`src/rtl/core/rsd_pkg.sv`:
```
// shared types and constants for the rtp stream demux table
package rsd_pkg;

  localparam int SSRC_ENTRIES = 64;
  localparam int NAME_ENTRIES = 32;
  localparam int NAME_BYTES   = 8;
  localparam int OWNER_W      = 8;
  localparam int SSRC_W       = 32;
  localparam int LEN_W        = 4;
  localparam int BYTES_W      = 64;
  localparam int NAME_KEY_W   = LEN_W + BYTES_W;

  localparam logic [2:0] CMD_LOOKUP   = 3'd0;
  localparam logic [2:0] CMD_ADD_SSRC = 3'd1;
  localparam logic [2:0] CMD_ADD_MID  = 3'd2;
  localparam logic [2:0] CMD_ADD_RID  = 3'd3;
  localparam logic [2:0] CMD_REMOVE   = 3'd4;

  localparam logic [2:0] ST_OK   = 3'd0;
  localparam logic [2:0] ST_SSRC = 3'd1;
  localparam logic [2:0] ST_MID  = 3'd2;
  localparam logic [2:0] ST_RID  = 3'd3;
  localparam logic [2:0] ST_FULL = 3'd4;

  typedef enum logic [1:0] {
    OP_IDLE,
    OP_CMP,
    OP_WRITE,
    OP_PURGE
  } cell_op_t;

  typedef struct packed {
    cell_op_t            op;
    logic [SSRC_W-1:0]   key;
    logic [OWNER_W-1:0]  owner;
  } ssrc_ctl_t;

  typedef struct packed {
    cell_op_t              op;
    logic [NAME_KEY_W-1:0] key;
    logic [OWNER_W-1:0]    owner;
  } name_ctl_t;

  function automatic logic [NAME_KEY_W-1:0] name_key(input logic [LEN_W-1:0] len,
                                                     input logic [BYTES_W-1:0] bytes);
    logic [LEN_W-1:0]   l;
    logic [BYTES_W-1:0] mask;
    l = (len > LEN_W'(NAME_BYTES)) ? LEN_W'(NAME_BYTES) : len;
    if (l >= LEN_W'(8)) begin
      mask = '1;
    end else begin
      mask = ~({BYTES_W{1'b1}} >> ({3'd0, l[2:0]} * 6'd8));
    end
    return {l, bytes & mask};
  endfunction

endpackage

```
`src/rtl/core/rsd_name_cell.sv`:
```
// one entry of a mid or rid table with its free slot chain link
module rsd_name_cell
  import rsd_pkg::*;
(
  input  logic               clk,
  input  logic               rst,
  input  name_ctl_t          ctl,
  input  logic               taken_in,
  output logic               taken_out,
  output logic               hit,
  output logic [OWNER_W-1:0] hit_owner
);

  logic                  valid;
  logic [NAME_KEY_W-1:0] key;
  logic [OWNER_W-1:0]    owner;

  assign taken_out = taken_in | ~valid;
  assign hit_owner = hit ? owner : '0;

  always_ff @(posedge clk) begin
    if (rst) begin
      valid <= 1'b0;
      hit   <= 1'b0;
    end else begin
      case (ctl.op)
        OP_CMP: begin
          hit <= valid && (key == ctl.key);
        end
        OP_WRITE: begin
          if (!valid && !taken_in) begin
            valid <= 1'b1;
            key   <= ctl.key;
            owner <= ctl.owner;
          end
        end
        OP_PURGE: begin
          if (valid && owner == ctl.owner) valid <= 1'b0;
        end
        default: begin
        end
      endcase
    end
  end

endmodule

```
`config.mk`:
```
export PLATFORM = sky130hd
export DESIGN_NAME = rsd_name_cell
export DESIGN_NICKNAME = d
export VERILOG_FILES = /design/src/rtl/core/rsd_pkg.sv /design/src/rtl/core/rsd_name_cell.sv
export SDC_FILE = /design/constraint.sdc
export NUM_CORES = 1
export LEC_CHECK = 0
export BUFFER_PORTS_ARGS = -buffer_cell sky130_fd_sc_hd__buf_2
export CAP_MARGIN = 30
export CORE_UTILIZATION = 44
export DETAILED_ROUTE_END_ITERATION = 10
export PLACE_DENSITY = 0.65
export SETUP_SLACK_MARGIN = 0.3
export SLEW_MARGIN = 20
export SYNTH_ARGS = -nofsm -noshare
export SYNTH_HDL_FRONTEND = slang
export SYNTH_SLANG_ARGS = --single-unit
```
`constraint.sdc`:
```
create_clock -name clk -period 21.1 [get_ports clk]
set_clock_uncertainty 0.2 [all_clocks]
set_input_delay 3.165 -clock clk [delete_from_list [all_inputs] [get_ports clk]]
set_output_delay 3.165 -clock clk [all_outputs]
set_load 0.01 [all_outputs]
```
After elaboration in Yosys (flattened, before gate mapping)
Index checks and enable logic that the tools add are counted.
- bitwise gates (word level): 3
- equality and inequality tests: 7
- muxes and demuxes: 4
- reductions and logical operators: 8
- operators by type and width (cell ; count):
    68-bit equality test ; 1
    8-bit equality test ; 1
    8-bit two-way mux ; 1
    3-bit AND reduction ; 2
    2-bit equality test (second input constant) ; 2
    2-bit != test (second input constant) ; 2
    1-bit logical AND ; 3
    2-bit by 1-bit equality test with 1-bit output (second input constant) ; 1
    1-bit zero test ; 2
    1-bit two-way mux ; 2
    1-bit NOT ; 2
    1-bit one-hot mux with 2 select lines ; 1
    2-bit nonzero test ; 1
    1-bit bitwise OR ; 1
- input port bits: 81
- bits in registers: 78
- logic and storage cells: 26

Longest topological paths before layout
Gate-level depths: netlist of the first run.
- depth after elaboration: 4
- mapped depth: 5

Worst setup path before layout of the first run
No wires, ideal clock.
- path type: input port to flip-flop
- from: in ctl[76] (netlist name)
- to: reg key[0], enable pin
- arrival time: 8.492 ns
- setup slack: 11.805 ns
- library setup time: 0.603 ns
- stages: 3
- required time: 20.297 ns
- buffers on the path: 0
- cells stage by stage: nor2_1 nand2_1 nor3_1
- cells in the longest elaborated chain, start to end: 2
- ends and longest elaborated chain (what ; line ; RTL):
    from (decl) ; rsd_name_cell.sv:7 ; input name_ctl_t ctl,
    2-bit equality test ; rsd_name_cell.sv:26 ; case (ctl.op)
    3-bit AND reduction (no source line) ; - ;
    to (signal assigned) ; rsd_name_cell.sv:33 ; key <= ctl.key;
    to (decl) ; rsd_name_cell.sv:15 ; logic [NAME_KEY_W-1:0] key;
No other way between the ends.
A chain may end at the register's enable or synchronous reset.

Worst setup path after layout of the first run
- from: in taken_in
- to: out taken_out
- cells in the longest elaborated chain, start to end: 1
- ends and longest elaborated chain (what ; line ; RTL):
    from (decl) ; rsd_name_cell.sv:8 ; input logic taken_in,
    1-bit bitwise OR ; rsd_name_cell.sv:18 ; assign taken_out = taken_in | ~valid;
    to (decl) ; rsd_name_cell.sv:9 ; output logic taken_out,
No other way between the ends.

==> results.toml, run 1 <==
[final_layout]
final_layout_size_suffix_gt1_frac = 0.345
final_common_cell = "buf_2"
nFillCells = 624
fin_nets = 398
area_growth_pct = 23.3
mostFrequentLayoutCells = "buf_2, edfxtp_1, xnor2_1, xor2_1, nand4_1"
fin_util = 0.566
insertedDiodeCount = 0

[logic_synthesis]
synth.area.top_cells = "edfxtp_1, xnor2_1, xor2_1"
syn-num-nets = 296
seq_area_frac_synth = 0.690
ys_seq_elements = 78
yosysTopAreaCell = "edfxtp_1"
yosysUniqueCellTypes = 29
yosysWarnings = 0
syn_area_um2 = 3370
synth.avg_cell_area_um2 = 15.7
syn_inst = 215
yosysTopAreaCellShare = 0.678

[pwr]
p_per_area_nw_per_um2 = 73.9
p_leak_nw = 1.51
irDropWorstVdd_uv = 54.1

[critical_path]
reg2regPathDepth = 5
r2r_start = "key[40]"
rr_endpoint = "hit"
worstPathMaxFanout = 2
cp.arrival_ps = 3530
path_common_cell = "buf_2"
critPathLaunch = "taken_in"
startpoint_type = "input pin"
rrSetupSlack_ps = 19130
path_delay_family = "buffers and inverters"
cp.required_ps = 17740
crit_path_end_kind = "primary output"
critPathKind = "in2out"
cp_cell_sequence = "buf_2, nand2b_1, buf_2"
slowest_stage = "nand2b_1"
crit_buf_inv = 2
cp_slowest_stage_delay_ps = 130

[outcome]
status = "completed"

[timing]
setup_violations = 0
period_share = 0.327
fmax_ghz = 0.145
tns_ps = 0
drv_slew = 0
slew-limit-headroom = 0.364
hold_viol = 0
fin_crit_ps = 6900
rsz0062_at_grt = "false"
worstMarginPinSlew_ps = 954

[die]
num_rows = 31
coreArea_um2 = 7330
io_pins = 91
die_height_um = 89.5
initial_core_util = 0.459
die_w_um = 89.5
die-area_um2 = 8010

[clocking]
post_cts_resized = 0
clk_latency_ps = 340
root_buffer = "clkbuf_8"
cts_hold_buf = 0
cts_buffers = 9
postCtsSetupBuffers = 0
cts_max_path_buffers = 2
cts_sinks = 78
clkSlewWorstSetupHoldPaths_ps = 80
h-tree-depth = 3
cts_tree = "yes"

[global_route]
gr-total-overflow = 0
antenna_found_initial = 0
grt_util_all_layers = 0.153
grt_pass1_vias = 1910
grt_pass1_wl_um = 8780
grt_max_degree = 77

[routing]
first_pass_iters = 4
route.vias.total = 2019
wl_per_cell_um = 13.4
drt_iter0_markers = 83
detail-route-antenna-nets = 0
routed_wirelength_um = 5640
viasPerCell = 4.80
route.detailed.drc = 0

[min_path]
worstHoldPathCells = 2
hp-class = "reg2reg"
hold_path.startpoint = "valid"
whs_endpoint = "valid"

[placement]
finalWeightedCongestion = 0.664
dp_hpwl_um = 4170
port_buffers = 90

[flow_run]
maxCapViolCount = 0
==> cell usage after synthesis <==
cell / instances
edfxtp_1: 76
xnor2_1: 43
xor2_1: 19
nand4_1: 11
and2_1: 8
inv_1: 8
nor2b_1: 8
nor4_1: 8
and2b_1: 3
nand2_1: 3
nand2b_1: 3
nor3_1: 3
a2111oi_2: 2
dfxtp_1: 2
nand3_1: 2
o221ai_1: 2
or2b_1: 2
a2111oi_1: 1
a2111oi_4: 1
a21oi_1: 1
a22o_1: 1
nand2b_4: 1
nand3b_1: 1
nand4b_1: 1
nor2_1: 1
o2111ai_1: 1
o21ai_1: 1
o22ai_1: 1
or4_1: 1
==> where the power goes <==
part           leakage (nW)  switching (mW)  internal, mW
clock                0.0976          0.0548        0.0550
combinational         0.705          0.0106        0.0119
sequential            0.706         0.00118         0.173
==> through the flow <==
step                      power [mW]  setup slack, ps  hold slack, ps  area (µm²)  cells
final                          0.307            14210             364        4150    421
after global routing           0.319            14160             432        4150    421
after CTS                      0.311            14210             363        4150    421
after detailed placement       0.201            14210             352        3950    405
after global placement         0.200            14220             359        3950    405
after floorplan                0.188            11800             315        3370    215
==> cell families after synthesis <==
| group | Yosys count | synth area share |
|---|---|---|
| AND/OR/NAND/NOR | 56 | 0.105 |
| buffers and inverters | 8 | 0.00892 |
| AO/OA/AOI/OAI | 11 | 0.0353 |
| flip-flops | 78 | 0.690 |
| XOR/XNOR | 62 | 0.161 |
==> routing by layer <==
metal / global-route usage / vias up / wire length [µm]
li1: - / 1001 / -
met5: 0 / - / 0
met2: 0.238 / 54 / 2590
met3: 0.0462 / 9 / 286
met4: 0.0779 / 0 / 121
met1: 0.196 / 955 / 2640
==> registers in the layout, summed over array words and instances, names as in the netlist <==
name   flops
hit        1
owner      8
key       68
valid      1
==> area by class of cell <==
class                      instances  area (µm²)  area share
sequential                        78        2320       0.560
clock inverter                     7        72.6      0.0175
inverter                           8        30.0     0.00724
timing repair buffer              91         458       0.110
tap                               99         124      0.0298
multi-input combinational        129        1020       0.246
clock buffer                       9         124      0.0298
==> worst reg2reg max path: cells and delay by family, from the launching register on <==
| family | cells | cell delay, ps |
|---|---|---|
| AO/OA/AOI/OAI | 1 | 120 |
| XOR/XNOR | 1 | 150 |
| flip-flops | 1 | 390 |
| AND/OR/NAND/NOR | 3 | 1040 |
==> worst max-delay path by stage <==
| stage | end | cells past startpoint | slack, ps |
|---|---|---|---|
| 6_report | taken_out | 3 | 14210 |
| 5_1_grt | taken_out | 3 | 14160 |
| 4_1_cts | taken_out | 3 | 14210 |
| 3_5_place_dp | taken_out | 3 | 14210 |
| 3_3_place_gp | taken_out | 3 | 14220 |
| 2_1_floorplan | key[0] | 3 | 11800 |
Power figures use the tool's default switching activity.
==> run 2: changes to the inputs <==
- PLACE_DENSITY: 0.65 -> 0.67
- clock period: 21.1 -> 5.8 ns (I/O delays scaled with it)
==> run 2 against run 1 <==
Net effect: worst setup slack got worse by 11000 ps; flip-flop and latch count did not move; sequential power increased to 3.6 times the previous value.
==> results.toml, run 2 (synthesized netlist as in run 1, its figures left out) <==
[outcome]
status = "completed"

[clocking]
clk_latency_ps = 350
h-tree-depth = 3
cts_max_path_buffers = 2
cts_hold_buf = 0
cts_tree = "yes"
cts_sinks = 78
post_cts_resized = 0
root_buffer = "clkbuf_8"
cts_buffers = 9
postCtsSetupBuffers = 0
clkSlewWorstSetupHoldPaths_ps = 70

[placement]
dp_hpwl_um = 4230
port_buffers = 90
dpl-instance-area_um2 = 3960
finalWeightedCongestion = 0.668

[routing]
detail-route-antenna-nets = 0
wl_per_cell_um = 13.6
viasPerCell = 4.66
route.detailed.drc = 0
routed_wirelength_um = 5730
first_pass_iters = 4
drt_iter0_markers = 85
route.vias.total = 1968

[final_layout]
insertedDiodeCount = 0
fin_area_um2 = 4200
register_area_um2 = 2320
area_growth_pct = 24.7
top_register = "key"
largest_register_ffs = 68
fin_nets = 399
mostFrequentLayoutCells = "buf_2, edfxtp_1, xnor2_1, xor2_1, nand4_1"
final_common_cell = "buf_2"
final_layout_size_suffix_gt1_frac = 0.347
top_regs = "key (68), owner (8)"
multiInputGateArea_um2 = 1030
nFillCells = 614

[timing]
drv_slew = 0
setup_violations = 0
period_share = 0.396
hold_viol = 0
slew-limit-headroom = 0.675
worstMarginPinSlew_ps = 482
fin_crit_ps = 2300
rsz0062_at_grt = "false"
tns_ps = 0
fmax_ghz = 0.435

[critical_path]
cp_cell_sequence = "buf_2, nand2b_1, buf_2"
worstPathMaxFanout = 2
setup.worst_path.end = "taken_out"
crit_buf_inv = 2
cp.arrival_ps = 1230
cp_slowest_stage_delay_ps = 130
path_depth = 3
path_delay_family = "buffers and inverters"
reg2regPathDepth = 5
path_common_cell = "buf_2"
rrSetupSlack_ps = 3840
slowest_stage = "buf_2"
r2r_start = "key[48]"
cp.required_ps = 4730
rr_endpoint = "hit"
crit_path_end_kind = "primary output"
critPathLaunch = "taken_in"
startpoint_type = "input pin"
critPathKind = "in2out"

[die]
initial_core_util = 0.459
die-area_um2 = 8010
die_w_um = 89.5
die_height_um = 89.5
coreArea_um2 = 7330
io_pins = 91
num_rows = 31

[min_path]
hp-class = "reg2reg"

[global_route]
antenna_found_initial = 0
grt_max_degree = 77
grt_pass1_vias = 1906
gr-total-overflow = 0
grt_util_all_layers = 0.158
grt_pass1_wl_um = 8980

[pwr]
p_per_area_nw_per_um2 = 274
p_leak_nw = 1.52
irDropWorstVdd_uv = 134

[flow_run]
maxCapViolCount = 0
[run 2: through the flow]
| stage | power [mW] | instances | hold WS (ps) | worst slack (ps) | utilization |
|---|---|---|---|---|---|
| final | 1.15 | 422 | 382 | 3500 | 0.573 |
| after floorplan | 0.685 | 215 | 324 | 1140 | - |
| after CTS | 1.16 | 421 | 384 | 3440 | 0.569 |
| after detailed placement | 0.732 | 405 | 371 | 3070 | 0.540 |
| after global placement | 0.729 | 405 | 385 | 3090 | 0.540 |
| after global routing | 1.19 | 422 | 482 | 3450 | 0.573 |
[run 2: power by group]
group | switching [mW] | total, mW | internal (mW)
clock | 0.193 | 0.432 | 0.239
combinational | 0.0401 | 0.0845 | 0.0444
sequential | 0.00433 | 0.634 | 0.630
total | 0.237 | 1.15 | 0.913
[run 2: layer usage]
layer	wire length (µm)	track usage
met1	2740	0.215
met2	2570	0.234
met3	271	0.0379
met4	142	0.0866
met5	0	0
[run 2: area by class of cell]
cell class / count / area share
clock buffers: 9 / 0.0295
clock inverters: 7 / 0.0211
multi-input cells: 129 / 0.244
flip-flops and latches: 78 / 0.553
inverters: 8 / 0.00715
well taps: 99 / 0.0295
repair buffers: 92 / 0.116
[run 2: tightest hold or removal path, stage by stage (launching register included)]
cell	delay, ps
dfxtp_1	360
a21oi_1	130
nor3_1	50
[run 2: how the worst min path moves through the flow]
stage,to,start,depth (start not counted)
detailed placement,valid,valid,2
CTS,valid,valid,2
global route,valid,valid,2
global placement,valid,valid,2
finish,valid,valid,2
floorplan,valid,valid,2
==> run 3: changes to the inputs <==
- clock period: 5.8 -> 1.9 ns (I/O delays scaled with it)
==> run 3 against run 2 <==
Net effect: clock power rose to 3.3 times the previous value; sequential power rose to 3.1 times the previous value; total power rose to 3.3 times the previous value; register-to-register slack worse by 3800 ps; largest power group unchanged; highest routed layer unchanged.
==> results.toml, run 3 (synthesized netlist as in run 1, its figures left out) <==
[outcome]
status = "completed"

[timing]
setup_violations = 0
hold_viol = 0
rsz0062_at_grt = "true"
worstMarginPinSlew_ps = 498
slew-limit-headroom = 0.665
drv_slew = 0
fin_crit_ps = 1900
holdWs_ps = 32.3
tns_ps = 0
fmax_ghz = 0.527
period_share = 0.999

[clocking]
clkSlewWorstSetupHoldPaths_ps = 70
root_buffer = "clkbuf_8"
clk_latency_ps = 340
h-tree-depth = 3
cts_tree = "yes"
cts_buffers = 9
cts_max_path_buffers = 2
cts_sinks = 78

[placement]
finalWeightedCongestion = 0.733
dp_hpwl_um = 4470
dpl-instance-area_um2 = 4020
port_buffers = 90

[routing]
top_layer_used = "met4"
wl_met2_um = 3290
wl_met3_um = 284
drt_iter0_markers = 76
route.detailed.drc = 0
routed_wirelength_um = 6810
route.vias.total = 2340
viasPerCell = 4.68
detail-route-antenna-nets = 0
drt-met1-wl_um = 3130
first_pass_iters = 4
wl_per_cell_um = 13.6

[die]
num_rows = 31
initial_core_util = 0.459
die-area_um2 = 8010
die_w_um = 89.5
io_pins = 91
die_height_um = 89.5
coreArea_um2 = 7330

[pwr]
p_leak_nw = 1.89
irDropWorstVdd_uv = 647
power_mw = 3.76
p_per_area_nw_per_um2 = 742

[critical_path]
rr_endpoint = "hit"
reg2regPathDepth = 5
worstPathMaxFanout = 1
cp.arrival_ps = 1970
startpoint_type = "flop"
cp.required_ps = 1980
rrSetupSlack_ps = 1
crit_path_end_kind = "flop"
r2r_start = "key[48]"
critPathKind = "reg2reg"

[final_layout]
nFillCells = 538
fin_util = 0.692
area_growth_pct = 50.6
mostFrequentLayoutCells = "buf_2, dlygate4sd3_1, edfxtp_1, xnor2_1, xor2_1"
final_layout_size_suffix_gt1_frac = 0.309
fin_nets = 479
register_area_um2 = 2320
fin_area_um2 = 5070
multiInputGateArea_um2 = 1090
final_common_cell = "buf_2"
insertedDiodeCount = 0
top_register = "key"
largest_register_ffs = 68
top_regs = "key (68), owner (8)"

[global_route]
grt_util_all_layers = 0.187
grt_pass1_vias = 2396
gr-total-overflow = 0
grt_pass1_wl_um = 10900
grt_max_degree = 45
antenna_found_initial = 0

[min_path]
hp-class = "in2reg"
hold_path.startpoint = "ctl[14]"
worstHoldPathCells = 2
whs_endpoint = "key[6]"

[flow_run]
maxCapViolCount = 0
==> run 3: cell types whose count changed in the layout (fill, tap and decap cells not counted), moves of 2 or more <==
cell / delta
dlygate4sd3_1: +76
buf_4: +3
nor4_1: -3
nor4_2: +3
buf_12: +2
clkinvlp_4: -2
nor2b_1: -2
nor2b_4: +2
==> run 3: metal layers <==
metal / up-vias / global-route usage
met5: - / 0
met4: 0 / 0.0606
met3: 8 / 0.0554
met2: 53 / 0.306
met1: 1120 / 0.240
li1: 1159 / -
==> run 3: worst max-delay path by stage <==
stage                  from     end  slack, ps  cells after the start
floorplan           ctl[76]  key[0]      -1020                      3
detailed placement  ctl[36]     hit        -40                      6
finish              key[48]     hit          1                      5
CTS                 key[43]     hit         20                      5
global route        key[48]     hit        -60                      5
global placement    ctl[56]     hit        -30                      6
==> run 3: worst max-delay path: stages (launching register included) <==
cell and delay, ps:
edfxtp_1 390, xor2_1 150, nor4_1 340, nand3_1 140
or4_1 500, o21ai_1 120
==> run 3: stage by stage <==
stage | worst slack, ps | cells
2_1_floorplan | -1020 | 215
3_3_place_gp | -33.5 | 408
3_5_place_dp | -44.6 | 408
4_1_cts | 21.8 | 499
5_1_grt | -58.5 | 500
6_report | 0.959 | 500
==> run 3: report_power, final <==
| group | switching [mW] | total [mW] | internal (mW) |
|---|---|---|---|
| Combinational | 0.151 | 0.397 | 0.246 |
| Clock | 0.577 | 1.43 | 0.854 |
| Sequential | 0.0145 | 1.94 | 1.92 |
==> run 3: what timing repair did <==
item / 4_1_cts / 5_1_grt
endpoints found under the setup margin: 10 / 10
setup buffers: 1 / 1
hold buffers: 76 / 0
endpoints found under the hold margin: 76 / 0
pin swaps: 9 / 8
gates resized for setup: 8 / 1
==> run 3: area by class of cell <==
class | instances | share of cell area
Timing Repair Buffer | 172 | 0.253
Inverter | 8 | 0.00592
Clock inverter | 5 | 0.0197
Clock buffer | 9 | 0.0244
Multi-Input combinational cell | 129 | 0.215
Sequential cell | 78 | 0.458
Tap cell | 99 | 0.0244
