### config.mk
export PLATFORM = sky130hd
export DESIGN_NAME = rsd_ssrc_cell
export DESIGN_NICKNAME = d
export VERILOG_FILES = /design/src/rtl/core/rsd_pkg.sv /design/src/rtl/core/rsd_ssrc_cell.sv
export SDC_FILE = /design/constraint.sdc
export NUM_CORES = 1
export LEC_CHECK = 0
export BUFFER_PORTS_ARGS = -buffer_cell sky130_fd_sc_hd__buf_2
export CAP_MARGIN = 20
export CORE_ASPECT_RATIO = 1.75
export CORE_MARGIN = 2
export CORE_UTILIZATION = 40
export CTS_BUF_LIST = sky130_fd_sc_hd__clkbuf_8
export DETAILED_ROUTE_END_ITERATION = 16
export PLACE_DENSITY = 0.62
export SLEW_MARGIN = 10
export SYNTH_ARGS = -nofsm -noshare
export SYNTH_HDL_FRONTEND = slang
export SYNTH_SLANG_ARGS = --single-unit
### constraint.sdc
create_clock -name clk -period 7.75 [get_ports clk]
set_input_delay 1.1625 -clock clk [delete_from_list [all_inputs] [get_ports clk]]
set_output_delay 1.1625 -clock clk [all_outputs]
set_load 0.05 [all_outputs]
### src/rtl/core/rsd_pkg.sv
// shared types and constants for the rtp stream demux table
package rsd_pkg;

  localparam int SSRC_ENTRIES = 64;
  localparam int NAME_ENTRIES = 32;
  localparam int NAME_BYTES   = 8;
  localparam int OWNER_W      = 8;
  localparam int SSRC_W       = 32;
  localparam int LEN_W        = 4;
  localparam int BYTES_W      = 64;
  localparam int NAME_KEY_W   = LEN_W + BYTES_W;

  localparam logic [2:0] CMD_LOOKUP   = 3'd0;
  localparam logic [2:0] CMD_ADD_SSRC = 3'd1;
  localparam logic [2:0] CMD_ADD_MID  = 3'd2;
  localparam logic [2:0] CMD_ADD_RID  = 3'd3;
  localparam logic [2:0] CMD_REMOVE   = 3'd4;

  localparam logic [2:0] ST_OK   = 3'd0;
  localparam logic [2:0] ST_SSRC = 3'd1;
  localparam logic [2:0] ST_MID  = 3'd2;
  localparam logic [2:0] ST_RID  = 3'd3;
  localparam logic [2:0] ST_FULL = 3'd4;

  typedef enum logic [1:0] {
    OP_IDLE,
    OP_CMP,
    OP_WRITE,
    OP_PURGE
  } cell_op_t;

  typedef struct packed {
    cell_op_t            op;
    logic [SSRC_W-1:0]   key;
    logic [OWNER_W-1:0]  owner;
  } ssrc_ctl_t;

  typedef struct packed {
    cell_op_t              op;
    logic [NAME_KEY_W-1:0] key;
    logic [OWNER_W-1:0]    owner;
  } name_ctl_t;

  function automatic logic [NAME_KEY_W-1:0] name_key(input logic [LEN_W-1:0] len,
                                                     input logic [BYTES_W-1:0] bytes);
    logic [LEN_W-1:0]   l;
    logic [BYTES_W-1:0] mask;
    l = (len > LEN_W'(NAME_BYTES)) ? LEN_W'(NAME_BYTES) : len;
    if (l >= LEN_W'(8)) begin
      mask = '1;
    end else begin
      mask = ~({BYTES_W{1'b1}} >> ({3'd0, l[2:0]} * 6'd8));
    end
    return {l, bytes & mask};
  endfunction

endpackage

### src/rtl/core/rsd_ssrc_cell.sv
// one entry of the ssrc table with its free slot chain link
module rsd_ssrc_cell
  import rsd_pkg::*;
(
  input  logic               clk,
  input  logic               rst,
  input  ssrc_ctl_t          ctl,
  input  logic               taken_in,
  output logic               taken_out,
  output logic               hit,
  output logic [OWNER_W-1:0] hit_owner
);

  logic               valid;
  logic [SSRC_W-1:0]  key;
  logic [OWNER_W-1:0] owner;

  assign taken_out = taken_in | ~valid;
  assign hit_owner = hit ? owner : '0;

  always_ff @(posedge clk) begin
    if (rst) begin
      valid <= 1'b0;
      hit   <= 1'b0;
    end else begin
      case (ctl.op)
        OP_CMP: begin
          hit <= valid && (key == ctl.key);
        end
        OP_WRITE: begin
          if (!valid && !taken_in) begin
            valid <= 1'b1;
            key   <= ctl.key;
            owner <= ctl.owner;
          end
        end
        OP_PURGE: begin
          if (valid && owner == ctl.owner) valid <= 1'b0;
        end
        default: begin
        end
      endcase
    end
  end

endmodule

# Word level (Yosys, flattened, before mapping)
# Index checks and enable logic that the tools add are counted.
[totals]
ff_bits = 42
input_bits = 45
output_inout_bits = 10
word_cells = 26
[op_classes]
eq_ne = 7
mux = 4
n_bitwise = 3
n_reduce_logical = 8
[ops]
columns = ["op", "n"]
rows = [
  ["$eq A32 B32 Y1", 1],
  ["$eq A8 B8 Y1", 1],
  ["$mux W8", 1],
  ["$reduce_and A3 Y1", 2],
  ["$eq A2 B2 Y1 const B", 2],
  ["$ne A2 B2 Y1 const B", 2],
  ["$logic_and A1 B1 Y1", 3],
  ["$eq A2 B1 Y1 const B", 1],
  ["$logic_not A1 Y1", 2],
  ["$mux W1", 2],
  ["$not A1 Y1", 2],
  ["$pmux W1 S2", 1],
  ["$reduce_bool A2 Y1", 1],
  ["$or A1 B1 Y1", 1],
]

# Logic depth before layout (Yosys ltp)
# Gate-level depths: netlist (run 1).
[logic_depth]
ltp_word = 4
mapped_depth = 5
depth_no_buf = 5

# Worst setup path after synthesis (run 1)
# Ideal clock, no wire load.
[synth_path]
path_kind = "input to register"
from = "input port ctl[40] (netlist name)"
to = "register key[0] (enable)"
setup_time_ns = 0.487
arrival_ns = 4.079
t_required_ns = 7.263
path_slack_ns = 3.185
path_stages = 3
n_path_buf = 0
path_cell_list = "nor2_1 nand2_1 nor3_1"
[synth_via]
elab_chain_cells = 2
[synth_lines]
columns = ["element", "line", "rtl"]
rows = [
  ["start, declared", "rsd_ssrc_cell.sv:7", "input ssrc_ctl_t ctl,"],
  ["$eq A2 B2 Y1", "rsd_ssrc_cell.sv:26", "case (ctl.op)"],
  ["$reduce_and A3 Y1 (no source line)", "-", ""],
  ["end signal, assigned", "rsd_ssrc_cell.sv:33", "key <= ctl.key;"],
  ["end, declared", "rsd_ssrc_cell.sv:15", "logic [SSRC_W-1:0] key;"],
]
# No other way between the ends.
# A chain may end at the register's enable or synchronous reset.

# Final worst setup path (run 1)
[layout_path]
from = "input port taken_in"
to = "output port taken_out"
[layout_via]
elab_chain_cells = 1
[layout_lines]
columns = ["element", "line", "rtl"]
rows = [
  ["start, declared", "rsd_ssrc_cell.sv:8", "input logic taken_in,"],
  ["$or A1 B1 Y1", "rsd_ssrc_cell.sv:18", "assign taken_out = taken_in | ~valid;"],
  ["end, declared", "rsd_ssrc_cell.sv:9", "output logic taken_out,"],
]
# No other way between the ends.

==> results of run 1 <==
[how the worst min path moves through the flow]
stage,from,to,slack (ns),cells after the start
finish,valid,valid,0.56,2
global route,valid,valid,0.62,2
CTS,valid,valid,0.56,2
detailed placement,valid,valid,0.55,2
global placement,valid,valid,0.55,2
floorplan,valid,valid,0.51,2
[layout make-up]
class                   count  area, µm²  share of cell area [%]
clock buffers               5      68.82                   3.071
multi-input cells          72      551.8                   24.62
well taps                  51      63.81                   2.848
repair buffers             55      277.8                   12.40
clock inverters             3      37.54                   1.675
flip-flops and latches     42       1241                   55.39
[power by group]
group / switching, mW / leakage [nW] / internal (mW)
Combinational: 0.0158 / 0.385 / 0.0174
Sequential: 0.00190 / 0.379 / 0.253
Clock: 0.0679 / 0.0607 / 0.0937
Total: 0.0856 / 0.825 / 0.364
[critical path, cell delays in order]
cell and delay, ns:
buf_2 0.11, nand2b_1 0.13, buf_2 0.21
[logic make-up (layout without fill, tap and decap cells)]
group           count (synthesis)  after routing  synth area share (%)
buf+inv                         0             63                     0
compound gates                  2              2                0.5593
simple gates                   30             30                 10.43
flops                          42             42                 69.42
xor+xnor                       40             40                 19.59
[cells in the mapped netlist]
library cell  count
a21oi_1           1
and2_1            8
dfxtp_1           2
edfxtp_1         40
nand2_1           1
nand2b_1          2
nand3_1           1
nand3b_1          1
nand4_1           8
nor2_1            2
nor3_1            2
nor4_1            3
nor4_2            1
nor4b_1           1
o21ai_1           1
xnor2_1          28
xor2_1           12
[through the flow]
step                utilization [%]  setup WS [ns]  instance area [µm²]  std cells  hold slack (ns)
floorplan                         -          3.185                 1788        114           0.5102
global placement              48.91          4.999                 2135        220           0.5477
detailed placement            48.91          4.968                 2135        220           0.5518
CTS                           51.35          4.967                 2241        228           0.5623
global route                  51.35          4.943                 2241        228           0.6163
finish                        51.35          4.977                 2241        228           0.5603
[cells in the final DEF (no fill, tap or decap), types with 2 or more instances in the layout]
cell      instances
nand2b_1          2
xor2_1           12
and2_1            8
clkbuf_8          5
nor2_1            2
nand4_1           8
inv_1             2
buf_2            54
nor4_1            3
edfxtp_1         40
dfxtp_1           2
xnor2_1          28
[sequential cells by signal (all words and copies together), names as in the netlist]
signal  count
key        32
owner       8
hit         1
valid       1
[layer usage]
metal | global-route usage (%) | share of wire, % | vias up
li1 | - | - | 541
met1 | 14.77 | 39 | 492
met2 | 21.79 | 53 | 40
met3 | 3.871 | 6.2 | 5
met4 | 6.875 | 1.8 | 0
met5 | 0 | 0 | -
==> summary.txt, run 1 <==
Status
  • Status: complete, no violations

Synth
  • Mapped Cells: 114
  • Post-Syn Nets: 159
  • Mapped Area: 1788 µm²
  • Avg Inst Size Synth: 15.68 µm²
  • Synth warnings: 0
  • Register area share after synthesis: 69.42%
  • Yosys cell types: 17
  • Most area-consuming cells after synthesis: edfxtp_1 67%, xnor2_1 14%, xor2_1 5.9%
  • Top-area cell type share of the netlist area: 67.18%
  • Synth Register Bits: 42
  • Cell taking the most area after synthesis: edfxtp_1

Power and ir drop
  • Design Power: 449.7 µW
  • Worst VDD drop: 164.9 µV
  • Power per Cell Area: 200.7 nW/µm²
  • Pleak: 0.8254 nW

Die
  • CORE AREA: 4364 µm²
  • Die H: 92.45 µm
  • Initial Utilization: 40.97%
  • Die area: 5042 µm²
  • Top Ports: 55
  • Die width: 54.54 µm
  • FP Rows: 32

STA
  • Minimum clock period: 2.773 ns
  • Final Cycle Share: 35.78%
  • Worst Skew: 0.005271 ns
  • Final Hold Fails: 0
  • Worst-margin pin slew: 0.5077 ns
  • RSZ-0062 raised after global routing: no
  • Fmax: 360.6 MHz
  • Setup TNS: 0 ns
  • Final setup viols: 0
  • Slew Viols, Final: 0
  • Relative slew slack: 66.15%

Place
  • Final Wtd Congestion: 0.6060
  • I/O Buffers: 54
  • Final HPWL DP: 2282 µm

Clock tree
  • Root Buffer: clkbuf_8
  • Max clock buf depth: 2
  • CTS Hold Bufs: 0
  • CTS tree: yes
  • CTS resizes: 0
  • H-tree depth: 2
  • Total CTS buffers: 5
  • Skew-Pair Late Insertion Delay: 0.29 ns
  • Post-CTS setup buffers: 0
  • Clock transition at the registers of the reported paths: 0.07 ns
  • Total clock sinks: 42

Routing
  • DRT antenna net count: 0
  • Initial DRC Count: 37
  • DR pass1 iterations: 4
  • WL/cell: 13.10 µm
  • DRC: 0
  • DR vias/cell: 4.728
  • Final WL: 2987 µm
  • Via count: 1078

Critical path
  • Worst reg2reg path depth: 5
  • Crit path from: taken_in
  • Startpoint types: input port
  • Crit path arrival time: 1.61 ns
  • CP endpoint: taken_out
  • Crit Path Max Fanout: 2
  • R2R Path Start: owner[2]
  • Req. time, crit path: 6.59 ns
  • R2r setup slk: 6.31 ns
  • Setup crit end kind: output port
  • R2R Path End: valid
  • Critical path type: input port to output port

GRT
  • Initial antenna violation count: 0
  • Total global routing overflow: 0
  • Global-route wire length before repair: 4616 µm
  • Pin count of the biggest net entering global routing: 41
  • Global Route Usage Sum: 13.25%
  • Vias in the first global route: 1050

Final layout
  • Net count, final: 221
  • Area grow syn2layout: 25.33%
  • Layout cells sized above 1: 35.59%
  • Filler cells: 395
  • Antenna diodes: 0

Worst hold path
  • Hold WC Path Type: register to register

Run
  • Max_cap viols: 0
(Power assumes the default switching activity.)
==> run 2, diff against run 1 <==
--- a/config.mk
+++ b/config.mk
@@ -12,7 +12,7 @@
 export CORE_UTILIZATION = 40
 export CTS_BUF_LIST = sky130_fd_sc_hd__clkbuf_8
 export DETAILED_ROUTE_END_ITERATION = 16
-export PLACE_DENSITY = 0.62
+export PLACE_DENSITY = 0.64
 export SLEW_MARGIN = 10
 export SYNTH_ARGS = -nofsm -noshare
 export SYNTH_HDL_FRONTEND = slang
==> constraint.sdc (replaced) <==
create_clock -name clk -period 2.4 [get_ports clk]
set_input_delay 0.36 -clock clk [delete_from_list [all_inputs] [get_ports clk]]
set_output_delay 0.36 -clock clk [all_outputs]
set_load 0.05 [all_outputs]
==> summary.txt, run 2 (synthesis gave the netlist of run 1 again) <==
Critical path
  • CP top delay family: flip-flops
  • Critical path type: register to output port
  • Crit Path Max Fanout: 10 (+8)
  • Crit path arrival time: 1.19 ns (-0.42 ns)
  • Startpoint types: register
  • Req. time, crit path: 2.04 ns (-4.55 ns)
  • Slowest cell on crit path: dfxtp_1
  • R2R Path End: valid
  • Buffers & Inverters on Critical Path: 1 (-1)
  • Setup crit end kind: output port
  • Critical Path Stages: 2 (-1)
  • CP endpoint: hit_owner[4]
  • Worst path max stage delay: 0.47 ns (+0.26 ns)
  • Crit path from: hit
  • R2R Path Start: owner[2]
  • R2r setup slk: 1.03 ns (-5.28 ns)
  • Crit path cell chain: and2_1, buf_2
  • Worst reg2reg path depth: 5 (unchanged)

Place
  • Area post-placement: 2148 µm² (+0.64%)
  • Final HPWL DP: 2604 µm (+14%)
  • I/O Buffers: 54 (unchanged)
  • Placed cells: 221 (+0.45%)
  • Final Wtd Congestion: 0.7843 (+29%)

STA
  • RSZ-0062 raised after global routing: no
  • Worst-margin pin slew: 0.3234 ns (-0.1843 ns)
  • Setup TNS: 0 ns (unchanged)
  • Final setup viols: 0 (unchanged)
  • Relative slew slack: 78.24% (+12 points)
  • Minimum clock period: 1.549 ns
  • Hold Slack: 0.2628 ns (-0.2975 ns)
  • Worst Skew: 0.003849 ns (-0.001422 ns)
  • Slew Viols, Final: 0 (unchanged)
  • Final Hold Fails: 0 (unchanged)
  • Fmax: 645.6 MHz
  • Final Cycle Share: 64.54%

Clock tree
  • Skew-Pair Late Insertion Delay: 0.29 ns (about the same)
  • CTS Hold Bufs: 0 (unchanged)
  • Total CTS buffers: 5 (unchanged)
  • H-tree depth: 2 (unchanged)
  • Root Buffer: clkbuf_8
  • Total clock sinks: 42 (unchanged)
  • CTS resizes: 0 (unchanged)
  • Max clock buf depth: 2 (unchanged)
  • Post-CTS setup buffers: 0 (unchanged)
  • Clock transition at the registers of the reported paths: 0.08 ns (about the same)
  • CTS tree: yes

Routing
  • DRC: 0 (unchanged)
  • DR pass1 iterations: 2 (-2)
  • DR vias/cell: 4.913 (+3.9%)
  • WL/cell: 14.29 µm (+9.1%)
  • Initial DRC Count: 11 (-70%)
  • Final WL: 3273 µm (+9.6%)
  • Via count: 1125 (+4.4%)
  • DRT antenna net count: 0 (unchanged)

Power and ir drop
  • Pleak: 0.8157 nW (-1.2%)
  • Clk pwr share: 31.5% (-4.4 points)
  • Worst VDD drop: 384.0 µV (+130%)
  • Pint: 1.070 mW (+190%)
  • Net Sw Frac: 21.50% (+2.5 points)
  • Switch Pwr: 293.0 µW (+240%)
  • Power per Cell Area: 611.1 nW/µm² (+200%)
  • Register share of total power: 60.4% (+3.7 points)
  • Gate power share: 8.1% (+0.7 points)

Final layout
  • Area grow syn2layout: 24.70%
  • Antenna diodes: 0 (unchanged)
  • Area of the multi-input gates: 558.0 µm² (+1.1%)
  • Layout cells sized above 1: 35.96% (+0.36 points)
  • Top Registers: key (32), owner (8)
  • Commonest non-fill, non-tap cells in the layout: 54 x buf_2, 40 x edfxtp_1, 28 x xnor2_1
  • Net count, final: 222 (+0.45%)
  • Filler cells: 394 (-0.25%)
  • Post-route insts no fill: 229 (+0.44%)
  • Area occupied by registers: 1241 µm² (unchanged)
  • Reg with most FFs: key
  • Most common cell after layout, fill and taps aside: buf_2
  • Design Area, Final: 2230 µm² (-0.50%)
  • Post-route core utilization: 51.09% (-0.26 points)
  • Max reg flops: 32 (unchanged)

GRT
  • Global Route Usage Sum: 14.47% (+1.2 points)
  • Pin count of the biggest net entering global routing: 25 (-39%)
  • Global-route wire length before repair: 5188 µm (+12%)
  • Initial antenna violation count: 0 (unchanged)
  • Vias in the first global route: 1188 (+13%)
  • Total global routing overflow: 0 (unchanged)

Die
  • Initial Utilization: 40.97% (unchanged)
  • Top Ports: 55 (unchanged)
  • Die width: 54.54 µm (unchanged)
  • Die H: 92.45 µm (unchanged)
  • Die area: 5042 µm² (unchanged)
  • FP Rows: 32 (unchanged)
  • CORE AREA: 4364 µm² (unchanged)

Status
  • Status: complete, no violations

Run
  • Max_cap viols: 0 (unchanged)

Worst hold path
  • Hold WC Path Type: input port to register
## run 2: worst min path at each step
stage	startpoint	end	slack, ns	cells past startpoint
2_1_floorplan	rst	valid	0.44	1
3_3_place_gp	ctl[5]	owner[5]	0.56	1
3_5_place_dp	ctl[33]	key[25]	0.57	1
4_1_cts	ctl[38]	key[30]	0.26	1
5_1_grt	ctl[30]	key[22]	0.25	1
6_report	ctl[36]	key[28]	0.26	1
## run 2: power groups by stage
stage / sequential (mW) / clock (mW) / combinational [mW]
after floorplan: 0.839 / 0 / 0.0494
after global placement: 0.840 / 0 / 0.108
after detailed placement: 0.840 / 0 / 0.112
after CTS: 0.824 / 0.445 / 0.113
after global routing: 0.825 / 0.467 / 0.122
final: 0.824 / 0.429 / 0.110
## run 2: area by class of cell
cell class	count	share of cell area [%]
Sequential cell	42	55.67
Multi-Input combinational cell	72	25.03
Timing Repair Buffer	56	12.79
Clock buffer	5	3.086
Tap cell	51	2.862
Clock inverter	3	0.5612
## run 2: per-layer routing
metal  routed length (µm)  vias up  global-route usage, %
met2                 1820       35                  24.60
met5                    0        -                      0
met1                 1200      539                  15.18
met4                  100        0                  8.125
li1                     -      542                      -
met3                  150        9                  3.871
## run 2: stage by stage
| step | setup WS, ns | total power [mW] |
|---|---|---|
| 2_1_floorplan | 0.4460 | 0.8887 |
| 3_3_place_gp | 0.9043 | 0.9474 |
| 3_5_place_dp | 0.8489 | 0.9526 |
| 4_1_cts | 0.8213 | 1.381 |
| 5_1_grt | 0.7660 | 1.414 |
| 6_report | 0.8511 | 1.363 |
==> run 3, diff against run 2 <==
==> constraint.sdc (replaced) <==
create_clock -name clk -period 1.3 [get_ports clk]
set_input_delay 0.195 -clock clk [delete_from_list [all_inputs] [get_ports clk]]
set_output_delay 0.195 -clock clk [all_outputs]
set_load 0.05 [all_outputs]
==> summary.txt, run 3 (synthesis gave the netlist of run 1 again) <==
Routing
  • Uppermost routed layer: met4
  • DR vias/cell: 4.817 (-1.9%)
  • WL/cell: 14.08 µm (-1.5%)
  • Via count: 1108 (-1.5%)
  • DRC: 0 (unchanged)
  • DRT antenna net count: 0 (unchanged)
  • DR WL met2: 1771 µm (-2.7%)
  • DR pass1 iterations: 4 (+2)
  • Initial DRC Count: 21 (+10)
  • Final WL: 3238 µm (-1.1%)
  • Post-Route M1 WL: 1197 µm (-0.25%)
  • Routed wl met3: 184 µm (+23%)

Status
  • Status: finished, violations left
  • Failing checks: negative setup slack

Critical path
  • Worst path max stage delay: 0.40 ns (-0.07 ns)
  • Setup crit end kind: register
  • Crit path arrival time: 1.60 ns (+0.41 ns)
  • Crit path top cell by count: nand4_1
  • Slowest cell on crit path: edfxtp_1
  • Critical path type: register to register
  • Crit Path Max Fanout: 1 (-9)
  • R2R Path Start: key[13]
  • Startpoint types: register
  • R2r setup slk: -0.08 ns (-1.11 ns)
  • Worst reg2reg path depth: 5 (unchanged)
  • Crit path cell chain: xnor2_1, nand4_1, nor4_2, nand4_1, o21ai_1
  • CP top delay family: simple AND/OR/NAND/NOR gates
  • Buffers & Inverters on Critical Path: 0 (-1)
  • Req. time, crit path: 1.52 ns (-0.52 ns)
  • R2R Path End: hit

Power and ir drop
  • Worst VDD drop: 1087 µV (+180%)
  • Design Power: 2.508 mW (+84%)
  • Pleak: 0.8257 nW (+1.2%)
  • Power per Cell Area: 1094 nW/µm² (+79%)

STA
  • RSZ-0062 raised after global routing: yes
  • Worst Skew: 0.005388 ns (+0.001539 ns)
  • Final Cycle Share: 106.3%
  • Worst-margin pin slew: 0.3008 ns (-0.02258 ns)
  • Final setup viols: 2 (+2)
  • Relative slew slack: 79.78% (+1.5 points)
  • Minimum clock period: 1.382 ns
  • Final Hold Fails: 0 (unchanged)
  • Slew Viols, Final: 0 (unchanged)
  • Fmax: 723.6 MHz
  • Final worst setup slack: -0.08203 ns (-0.9331 ns)

Worst hold path
  • Hold WC Path Type: input port to register
  • Hold depth: 1 (unchanged)
  • Min-delay src: ctl[21]
  • Min-Delay Endpoint: key[13]

Final layout
  • Post-route core utilization: 52.52% (+1.4 points)
  • Antenna diodes: 0 (unchanged)
  • Most common cell after layout, fill and taps aside: buf_2
  • Max reg flops: 32 (unchanged)
  • Reg with most FFs: key
  • Layout cells sized above 1: 39.11% (+3.2 points)
  • Area grow syn2layout: 28.20%
  • Design Area, Final: 2292 µm² (+2.8%)
  • Net count, final: 223 (+0.45%)
  • Filler cells: 408 (+3.6%)
  • Commonest non-fill, non-tap cells in the layout: 46 x buf_2, 40 x edfxtp_1, 28 x xnor2_1
  • Top Registers: key (32), owner (8)

Place
  • I/O Buffers: 54 (unchanged)
  • Area post-placement: 2173 µm² (+1.2%)
  • Final Wtd Congestion: 0.7193 (-8.3%)
  • Final HPWL DP: 2489 µm (-4.4%)
  • Pre-CTS setup slack: -0.1280 ns (-0.9770 ns)

Die
  • CORE AREA: 4364 µm² (unchanged)
  • Die H: 92.45 µm (unchanged)
  • Initial Utilization: 40.97% (unchanged)
  • Top Ports: 55 (unchanged)
  • Die width: 54.54 µm (unchanged)
  • Die area: 5042 µm² (unchanged)
  • FP Rows: 32 (unchanged)

GRT
  • Pin count of the biggest net entering global routing: 32 (+28%)
  • Global Route Usage Sum: 14.58% (+0.11 points)
  • Initial antenna violation count: 0 (unchanged)
  • Vias in the first global route: 1112 (-6.4%)
  • Total global routing overflow: 0 (unchanged)
  • Global-route wire length before repair: 5064 µm (-2.4%)

Clock tree
  • Clock transition at the registers of the reported paths: 0.08 ns (about the same)
  • H-tree depth: 2 (unchanged)
  • Skew-Pair Late Insertion Delay: 0.29 ns (about the same)
  • Total clock sinks: 42 (unchanged)
  • CTS tree: yes
  • Root Buffer: clkbuf_8
  • Total CTS buffers: 5 (unchanged)
  • Max clock buf depth: 2 (unchanged)
  • CTS Hold Bufs: 0 (unchanged)

Run
  • Max_cap viols: 0 (unchanged)
## run 3: worst max-delay path by stage
stage	start	to	slack (ns)	depth (start not counted)
after floorplan	ctl[40]	key[0]	-0.48	3
after global placement	key[28]	hit	-0.07	5
after detailed placement	key[13]	hit	-0.13	5
after CTS	key[23]	hit	-0.09	5
after global routing	key[13]	hit	-0.15	5
final	key[13]	hit	-0.08	5
## run 3: report_power, final
part           leakage, nW  switching, mW  internal, mW  total (mW)
sequential           0.380         0.0125          1.51        1.52
clock               0.0468          0.415         0.361       0.776
combinational        0.399          0.101         0.109       0.211
## run 3: routing by layer
layer	vias up	GRT usage (%)
met5	-	0
met4	0	8.125
met3	7	4.516
met2	34	23.90
met1	522	15.89
li1	545	-
## run 3: worst reg2reg max path, stage by stage, from the launching register on
cell and delay (ns):
edfxtp_1 0.40, xnor2_1 0.17, nand4_1 0.13, nor4_2 0.34, nand4_1 0.13, o21ai_1 0.14
## run 3: what timing repair did
item | 4_1_cts | 5_1_grt
setup endpoints to repair | 10 | 8
setup buffers | 0 | 1
gates resized for setup | 9 | 1
pin swaps | 4 | 2
## run 3: layout make-up
type | count | area (µm²) | area share, %
Multi-Input combinational cell | 72 | 575.6 | 25.11
Timing Repair Buffer | 57 | 329.1 | 14.36
Clock buffer | 5 | 68.82 | 3.002
Tap cell | 51 | 63.81 | 2.784
Clock inverter | 3 | 12.51 | 0.5459
Sequential cell | 42 | 1242 | 54.20
## run 3: stage by stage
stage / hold slack [ns] / std cells / setup TNS, ns
2_1_floorplan: 0.2743 / 114 / -19.20
3_3_place_gp: 0.4000 / 221 / -0.06608
3_5_place_dp: 0.4014 / 221 / -0.1862
4_1_cts: 0.08812 / 229 / -0.1567
5_1_grt: 0.08637 / 230 / -0.2884
6_report: 0.09987 / 230 / -0.1213
